--- src/rtl/grfe_pkg.sv ---
// ----------------------------------------------------------------------------
// grfe_pkg
// shared types, codes and helpers for the rmc field extractor
// ----------------------------------------------------------------------------
package grfe_pkg;

    localparam int FIELD_CHARS_DEF  = 16;
    localparam int BUFFER_BYTES_DEF = 128;

    localparam logic [3:0] MIN_COORD_LEN_RST = 4'd5;
    localparam logic [3:0] FIELD_IDX_MAX     = 4'd15;

    localparam logic [7:0] CHAR_COMMA = 8'h2C;
    localparam logic [7:0] CHAR_DOT   = 8'h2E;
    localparam logic [7:0] CHAR_NUL   = 8'h00;

    // field codes on the result words
    localparam logic [2:0] CODE_NONE = 3'd0;
    localparam logic [2:0] CODE_TIME = 3'd1;
    localparam logic [2:0] CODE_LAT  = 3'd2;
    localparam logic [2:0] CODE_LON  = 3'd3;
    localparam logic [2:0] CODE_SPD  = 3'd4;
    localparam logic [2:0] CODE_DATE = 3'd5;

    // comma counts that open the fields of interest
    localparam logic [3:0] FIDX_TIME = 4'd1;
    localparam logic [3:0] FIDX_LAT  = 4'd3;
    localparam logic [3:0] FIDX_LON  = 4'd5;
    localparam logic [3:0] FIDX_SPD  = 4'd7;
    localparam logic [3:0] FIDX_DATE = 4'd9;

    typedef struct packed {
        logic       write_valid;
        logic [2:0] field_code;
        logic [3:0] position;
        logic [7:0] char_out;
        logic       overflow;
        logic       detect;
        logic       run_last;
    } result_t;

    function automatic logic [2:0] code_of(input logic [3:0] fidx);
        logic [2:0] code;
        case (fidx)
            FIDX_TIME: code = CODE_TIME;
            FIDX_LAT:  code = CODE_LAT;
            FIDX_LON:  code = CODE_LON;
            FIDX_SPD:  code = CODE_SPD;
            FIDX_DATE: code = CODE_DATE;
            default:   code = CODE_NONE;
        endcase
        return code;
    endfunction

endpackage

--- src/rtl/grfe_core.sv ---
// ----------------------------------------------------------------------------
// grfe_core
// running field state and per-byte result generation (up to two words)
// ----------------------------------------------------------------------------
module grfe_core
    import grfe_pkg::*;
#(
    parameter int FIELD_CHARS  = FIELD_CHARS_DEF,
    parameter int BUFFER_BYTES = BUFFER_BYTES_DEF
)
(
    input  logic          clk,
    input  logic          rst_n,
    input  logic          fire,
    input  logic [7:0]    rx_byte,
    input  logic          last_byte,
    input  logic [3:0]    min_coord_len,
    output logic [1:0]    res_cnt,
    output result_t       res0,
    output result_t       res1
);

    localparam int POS_W   = $clog2(BUFFER_BYTES);
    localparam int POS_CAP = (BUFFER_BYTES - 1 > 255) ? 255 : BUFFER_BYTES - 1;
    localparam int LIM_INT = (FIELD_CHARS > POS_CAP) ? POS_CAP + 1 : FIELD_CHARS;
    localparam logic [POS_W:0]   FIELD_LIM = LIM_INT[POS_W:0];
    localparam logic [POS_W-1:0] POS_MAX   = POS_CAP[POS_W-1:0];

    logic [3:0]       field_index_reg, field_index_next;
    logic [POS_W-1:0] char_pos_reg, char_pos_next;
    logic             dot_seen_reg, dot_seen_next;
    logic             detect_reg, detect_next;

    logic [2:0]       code;
    logic [POS_W-1:0] pos_adv;
    logic             is_coord;
    logic             is_data;
    logic [POS_W-1:0] min_ext;

    result_t          slot0, slot1;
    logic [1:0]       cnt;

    function automatic result_t make_word(input logic [2:0] c,
                                          input logic [POS_W-1:0] p,
                                          input logic [7:0] ch);
        result_t w;
        logic    fits;
        fits          = {1'b0, p} < FIELD_LIM;
        w.write_valid = fits;
        w.field_code  = c;
        w.position    = p[3:0];
        w.char_out    = ch;
        w.overflow    = ~fits;
        w.detect      = 1'b0;
        w.run_last    = 1'b0;
        return w;
    endfunction

    assign code     = code_of(field_index_reg);
    assign is_coord = (code == CODE_LAT) || (code == CODE_LON);
    assign is_data  = (code == CODE_LAT) || (code == CODE_LON) ||
                      (code == CODE_SPD) || (code == CODE_DATE);
    assign pos_adv  = (char_pos_reg < POS_MAX) ? char_pos_reg + 1'b1 : char_pos_reg;
    assign min_ext  = {{(POS_W-4){1'b0}}, min_coord_len};

    always_comb
    begin
        field_index_next = field_index_reg;
        char_pos_next    = char_pos_reg;
        dot_seen_next    = dot_seen_reg;
        detect_next      = detect_reg;
        slot0            = make_word(code, char_pos_reg, CHAR_NUL);
        slot1            = make_word(code, pos_adv, CHAR_NUL);
        cnt              = 2'd0;

        if (rx_byte == CHAR_COMMA)
        begin
            if (is_data)
            begin
                cnt = 2'd1;
                if (is_coord)
                    detect_next = ~(char_pos_reg < min_ext);
            end
            if (field_index_reg < FIELD_IDX_MAX)
                field_index_next = field_index_reg + 1'b1;
            char_pos_next = '0;
            dot_seen_next = 1'b0;
        end
        else
        begin
            if (code == CODE_TIME)
            begin
                // a dot ends the stored time string
                if (rx_byte == CHAR_DOT)
                begin
                    dot_seen_next = 1'b1;
                    cnt           = 2'd1;
                end
                else if (!dot_seen_reg)
                begin
                    slot0.char_out = rx_byte;
                    cnt            = 2'd1;
                end
                char_pos_next = pos_adv;
            end
            else if (is_data)
            begin
                slot0.char_out = rx_byte;
                cnt            = 2'd1;
                char_pos_next  = pos_adv;
            end

            // buffer end inside a data field closes the string
            if (last_byte && is_data)
            begin
                cnt = 2'd2;
                if (is_coord)
                    detect_next = ~(pos_adv < min_ext);
            end
        end

        if (last_byte)
        begin
            field_index_next = '0;
            char_pos_next    = '0;
            dot_seen_next    = 1'b0;
        end

        slot0.detect   = detect_next;
        slot1.detect   = detect_next;
        slot0.run_last = (cnt == 2'd1);
        slot1.run_last = 1'b1;
    end

    assign res_cnt = cnt;
    assign res0    = slot0;
    assign res1    = slot1;

    always_ff @(posedge clk or negedge rst_n)
    begin
        if (!rst_n)
        begin
            field_index_reg <= '0;
            char_pos_reg    <= '0;
            dot_seen_reg    <= 1'b0;
            detect_reg      <= 1'b0;
        end
        else if (fire)
        begin
            field_index_reg <= field_index_next;
            char_pos_reg    <= char_pos_next;
            dot_seen_reg    <= dot_seen_next;
            detect_reg      <= detect_next;
        end
    end

endmodule

--- src/rtl/grfe_out_buf.sv ---
// ----------------------------------------------------------------------------
// grfe_out_buf
// two-entry result register feeding the output channel
// ----------------------------------------------------------------------------
module grfe_out_buf
    import grfe_pkg::*;
(
    input  logic       clk,
    input  logic       rst_n,
    input  logic       load,
    input  logic [1:0] load_cnt,
    input  result_t    load0,
    input  result_t    load1,
    output logic       room,
    output logic       out_valid,
    input  logic       out_ready,
    output result_t    head
);

    logic [1:0] cnt_reg, cnt_next;
    result_t    slot0_reg, slot0_next;
    result_t    slot1_reg, slot1_next;
    logic       pop;

    assign out_valid = (cnt_reg != 2'd0);
    assign pop       = out_valid && out_ready;
    // empty after this cycle's pop
    assign room      = (cnt_reg == 2'd0) || ((cnt_reg == 2'd1) && out_ready);
    assign head      = slot0_reg;

    always_comb
    begin
        cnt_next   = cnt_reg;
        slot0_next = slot0_reg;
        slot1_next = slot1_reg;
        if (load)
        begin
            cnt_next   = load_cnt;
            slot0_next = load0;
            slot1_next = load1;
        end
        else if (pop)
        begin
            cnt_next   = cnt_reg - 1'b1;
            slot0_next = slot1_reg;
        end
    end

    always_ff @(posedge clk or negedge rst_n)
    begin
        if (!rst_n)
            cnt_reg <= 2'd0;
        else
            cnt_reg <= cnt_next;
    end

    always_ff @(posedge clk)
    begin
        slot0_reg <= slot0_next;
        slot1_reg <= slot1_next;
    end

endmodule

--- src/rtl/gps_rmc_field_extractor_top.sv ---
// ----------------------------------------------------------------------------
// gps_rmc_field_extractor_top
// comma-counting field extractor for rmc-style position sentences
// ----------------------------------------------------------------------------
// Sentence bytes come in one word per cycle and are held in an input
// register; the field logic turns each byte into zero, one or two result
// words which land in a two-entry result register in front of the output
// channel. A byte is taken every cycle while the output side keeps up and
// passes the input register, then the result register, before its first
// result word shows. The only byte that gives two words is a final byte
// inside latitude, longitude, speed or date (its character plus the closing
// terminator); while the first of them drains, the input register holds the
// next byte. min_coord_len resets to 5 and must be written by the user through
// cfg_wen / cfg_wdata only while the block is idle; the block does not enforce it.
// ----------------------------------------------------------------------------
module gps_rmc_field_extractor_top
    import grfe_pkg::*;
#(
    parameter int FIELD_CHARS  = FIELD_CHARS_DEF,
    parameter int BUFFER_BYTES = BUFFER_BYTES_DEF
)
(
    input  logic       clk,
    input  logic       rst_n,
    // configuration
    input  logic       cfg_wen,
    input  logic [3:0] cfg_wdata,
    // sentence bytes in
    input  logic       in_valid,
    output logic       in_ready,
    input  logic [7:0] rx_byte,
    input  logic       last_byte,
    // result words out
    output logic       out_valid,
    input  logic       out_ready,
    output logic       write_valid,
    output logic [2:0] field_code,
    output logic [3:0] position,
    output logic [7:0] char_out,
    output logic       overflow,
    output logic       detect,
    output logic       run_last
);

    // configuration register
    logic [3:0] min_len_reg;

    // input register
    logic       in_vld_reg;
    logic [7:0] in_byte_reg;
    logic       in_last_reg;

    // field logic to result register
    logic       room;
    logic       proc_fire;
    logic [1:0] res_cnt;
    result_t    res0, res1;
    result_t    head;

    // byte leaves the input register once the result register will be free
    assign proc_fire = in_vld_reg && room;
    assign in_ready  = !in_vld_reg || proc_fire;

    always_ff @(posedge clk or negedge rst_n)
    begin
        if (!rst_n)
            min_len_reg <= MIN_COORD_LEN_RST;
        else if (cfg_wen)
            min_len_reg <= cfg_wdata;
    end

    always_ff @(posedge clk or negedge rst_n)
    begin
        if (!rst_n)
            in_vld_reg <= 1'b0;
        else if (in_valid && in_ready)
            in_vld_reg <= 1'b1;
        else if (proc_fire)
            in_vld_reg <= 1'b0;
    end

    // payload only, no reset needed
    always_ff @(posedge clk)
    begin
        if (in_valid && in_ready)
        begin
            in_byte_reg <= rx_byte;
            in_last_reg <= last_byte;
        end
    end

    grfe_core #(
        .FIELD_CHARS  (FIELD_CHARS),
        .BUFFER_BYTES (BUFFER_BYTES)
    ) u_core (
        .clk           (clk),
        .rst_n         (rst_n),
        .fire          (proc_fire),
        .rx_byte       (in_byte_reg),
        .last_byte     (in_last_reg),
        .min_coord_len (min_len_reg),
        .res_cnt       (res_cnt),
        .res0          (res0),
        .res1          (res1)
    );

    // a byte with no result still clears the input register, loading an
    // empty buffer
    grfe_out_buf u_out_buf (
        .clk       (clk),
        .rst_n     (rst_n),
        .load      (proc_fire),
        .load_cnt  (res_cnt),
        .load0     (res0),
        .load1     (res1),
        .room      (room),
        .out_valid (out_valid),
        .out_ready (out_ready),
        .head      (head)
    );

    assign write_valid = head.write_valid;
    assign field_code  = head.field_code;
    assign position    = head.position;
    assign char_out    = head.char_out;
    assign overflow    = head.overflow;
    assign detect      = head.detect;
    assign run_last    = head.run_last;

endmodule

--- config.mk ---
export PLATFORM = sky130hd
export DESIGN_NAME = gps_rmc_field_extractor_top
export DESIGN_NICKNAME = d
export VERILOG_FILES = /design/src/rtl/grfe_pkg.sv /design/src/rtl/grfe_core.sv /design/src/rtl/grfe_out_buf.sv /design/src/rtl/gps_rmc_field_extractor_top.sv
export SDC_FILE = /design/constraint.sdc
export NUM_CORES = 1
export LEC_CHECK = 0
export BUFFER_PORTS_ARGS = -buffer_cell sky130_fd_sc_hd__buf_2
export CORE_MARGIN = 2
export CORE_UTILIZATION = 50
export DETAILED_ROUTE_END_ITERATION = 12
export GPL_TIMING_DRIVEN = 1
export PLACE_DENSITY_LB_ADDON = 0.3
export SYNTH_ARGS = -nofsm -noshare
export SYNTH_HDL_FRONTEND = slang
export SYNTH_SLANG_ARGS = --single-unit
export TNS_END_PERCENT = 50
--- constraint.sdc ---
create_clock -name clk -period 3.3 [get_ports clk]
set_clock_uncertainty 0.05 [all_clocks]
set_input_delay 0.66 -clock clk [delete_from_list [all_inputs] [get_ports clk]]
set_output_delay 0.66 -clock clk [all_outputs]
set_load 0.01 [all_outputs]
==> summary.md <==
| Metric | Value |
|---|---|
| Mapped Area | `2870 um^2` |
| Hpwl dp | `3650 um` |
| Gpl congestion | `0.793` |
| DRC Markers | `0` |
| Postcts setup bufs | `0` |
| Final cell count without fillers | `376` |
| Total of max-cap violations | `0` |
| Root buf cell | `clkbuf_8` |
| Crit path cell chain | `ha_1 > nand2_1 > nor2_1 > a31oi_1 > ha_1 > nand3b_1 > nor4_1 > o21ai_0 > o211ai_1 > nand3_1` |
| Syn avg cell area | `11.1 um^2` |
| Post_cts resized | `0` |
| Switch share | `0.355` |
| Port-buffer cells | `38` |
| IO Pins | `39` |
| EDFF count, synth | `38` |
| Pre-CTS setup slack | `0.602 ns` |
| Vias/cell | `5.35` |
| Cell family with most CP delay | `compound AO/OA/AOI/OAI gates` |
| Number of global-route vias before repair | `1860` |
| CP Data Arrival Time | `2.71 ns` |
| Combinational fraction of design power | `0.346` |
| FF-to-FF setup slack | `0.61 ns` |
| Endpoints failing hold | `0` |
| CP Data Required Time | `3.32 ns` |
| Fin util | `0.590` |
| Internal power | `1.71 mW` |
| Sequential power share | `0.462` |
| Crit. End Element | `flop` |
| CP max stage cell | `dfrtp_1` |
| Normalized max-slew margin | `0.580` |
| Period utilisation layout | `0.814` |
| Outcome | `completed` |
| Share of cells above drive strength 1 | `0.217` |
| Clock Sinks | `58` |
| Ant. Diodes | `0` |
| Clock network power share | `0.192` |
| H-tree depth | `3` |
| Sw power | `0.939 mW` |
| Skew-Pair Late Insertion Delay | `0.33 ns` |
| Worst-path maximum fanout | `7` |
| Most frequent cells in the layout | `edfxtp_1 (38), buf_2 (38), nand2_1 (34)` |
| GRT overflow | `0` |
| CTS Buf Count | `9` |
| Lkg Pwr | `1.39 nW` |
| Area of the multi-input gates | `1120 um^2` |
| DRT Pass-1 Iters | `4` |
| Starting Density | `0.519` |
| Largest net degree at the start of global routing | `29` |
| Total length of routed wires | `5130 um` |
| Core area | `5540 um^2` |
| Most used DFF post-synth | `edfxtp_1` |
| Max reg flops | `19` |
| CTS tree | `yes` |
| Critical setup path kind | `flop to flop` |
| Least-Margin Pin Slew | `0.621 ns` |
| Post-DP Area | `3120 um^2` |
| Initial antenna violation count | `0` |
| Via count | `2013` |
| Min Tclk post-route | `2.69 ns` |
| Die Span Y | `79.8 um` |
| Hold Path Class | `input port to async pin` |
| Mapped Cells | `258` |
| FFs w/ async S/R, synth | `0.345` |
| Cell Rows | `27` |
| #FFs+latches synth | `58` |
| Post-cts hold buffer count | `0` |
| Clock-pin slew on the worst setup and hold paths | `0.06 ns` |
| Critical Path Source | `u_core.field_index_reg[0]` |
| Worst VDD drop | `0.335 mV` |
| Final Setup Violations | `0` |
| Worst path bufs/invs | `0` |
| Routed WL per cell | `13.6 um` |
| Area Growth Syn to Fin | `13.7%` |
| Post-layout net count | `330` |
| Ys Warns | `0` |
| Antenna Nets Post-Route | `0` |
| Fin. max-slew vios | `0` |
| Starting DRT DRC Count | `108` |
| RSZ-0062 raised after global routing | `false` |
| Most frequent CP cell | `ha_1` |
| Min Hold Slack | `0.229 ns` |
| Net count after synthesis | `289` |
| Register area share after synthesis | `0.572` |
| Die area | `6370 um^2` |
| Reg-to-reg critical path startpoint | `u_core.field_index_reg[0]` |
| DP Cell Count | `360` |
| Pwr Total | `2.65 mW` |
| Worst setup margin | `0.613 ns` |
| First-pass GRT wire length | `8490 um` |
| Pwr Density | `810 nW/um^2` |
| Highest clock rate | `0.372 GHz` |
| All-layer global routing usage | `0.179` |
| Max incr delay on CP | `0.43 ns` |
| Post-route setup TNS | `0 ns` |
| Synth cell types | `48` |
| Worst setup SP type | `flop` |
| Die width | `79.8 um` |
| Final-layout fill cell count | `450` |
| Clock buffer depth | `2` |
| Sequential cell area | `1640 um^2` |
| Finished layout cell area | `3270 um^2` |
worst paths after layout:
kind | endpoint | depth (start not counted)
setup / recovery | u_out_buf.head[1] | 10
hold / removal | u_core.field_index_reg[1] | 1
setup reg to reg | u_out_buf.head[1] | 10
hold reg to reg | u_out_buf.cnt_reg[1] | 1
max in group asynchronous | min_len_reg[0] | 1
min in group clk | in_byte_reg[3] | 1
routing by layer:
metal,GRT usage,wire length (um)
met1,0.240,2490
met2,0.270,2300
met3,0.0611,255
met4,0.0712,85
met5,0,0
worst reg2reg max path, delay by kind of cell, from the launching register on:
| kind | cells | cell delay [ns] |
|---|---|---|
| fa+ha+maj | 2 | 0.65 |
| flops | 1 | 0.43 |
| compound gates | 3 | 0.66 |
| simple gates | 5 | 0.66 |
final cells by class:
| class | count | share of cell area |
|---|---|---|
| Multi-Input combinational cell | 175 | 0.344 |
| Inverter | 16 | 0.0184 |
| Sequential cell | 58 | 0.503 |
| Clock inverter | 6 | 0.00728 |
| Timing Repair Buffer | 39 | 0.0605 |
| Clock buffer | 10 | 0.0391 |
| Tap cell | 72 | 0.0276 |
power by group through the flow:
stage / Sequential (mW) / Clock (mW) / Combinational [mW]
6_report: 1.22 / 0.507 / 0.915
5_1_grt: 1.25 / 0.554 / 1.03
4_1_cts: 1.23 / 0.523 / 0.926
3_5_place_dp: 1.24 / 0 / 0.921
3_3_place_gp: 1.23 / 0 / 0.902
2_1_floorplan: 1.26 / 0 / 0.613
Yosys cell counts, types with 2 or more instances:
cell type   n  area, um^2
a211oi_1    3        22.5
a21oi_1    12        60.1
a31oi_1     3        18.8
and2_1     10        62.6
and3_1      2        12.5
and3_2      2        15.0
clkbuf_1    6        22.5
dfrtp_1    18         450
dfstp_2     2        52.6
edfxtp_1   38        1140
ha_1       13         163
inv_1      15        56.3
mux2_2      4        45.0
mux2i_1     3        30.0
nand2_1    34         128
nand2b_1    5        31.3
nand3_1     9        45.0
nand3b_1    2        15.0
nand4_1     3        18.8
nor2_1     19        71.3
nor3_1      4        20.0
o211ai_1    3        22.5
o21a_1      6        45.0
o21ai_0    14        70.1
o41ai_1     2        17.5
or3_1       2        12.5
or4b_4      2        27.5
xor2_1      2        17.5
kinds of logic (layout without fill, tap and decap cells):
kind of cell | count (synthesis) | in the layout | synth area share
mux | 7 | 7 | 0.0261
buf+inv | 25 | 71 | 0.0366
simple gates | 103 | 103 | 0.189
flops | 58 | 58 | 0.572
fa+ha+maj | 13 | 13 | 0.0566
compound gates | 50 | 50 | 0.114
xor+xnor | 2 | 2 | 0.00610
(Power assumes the default switching activity.)
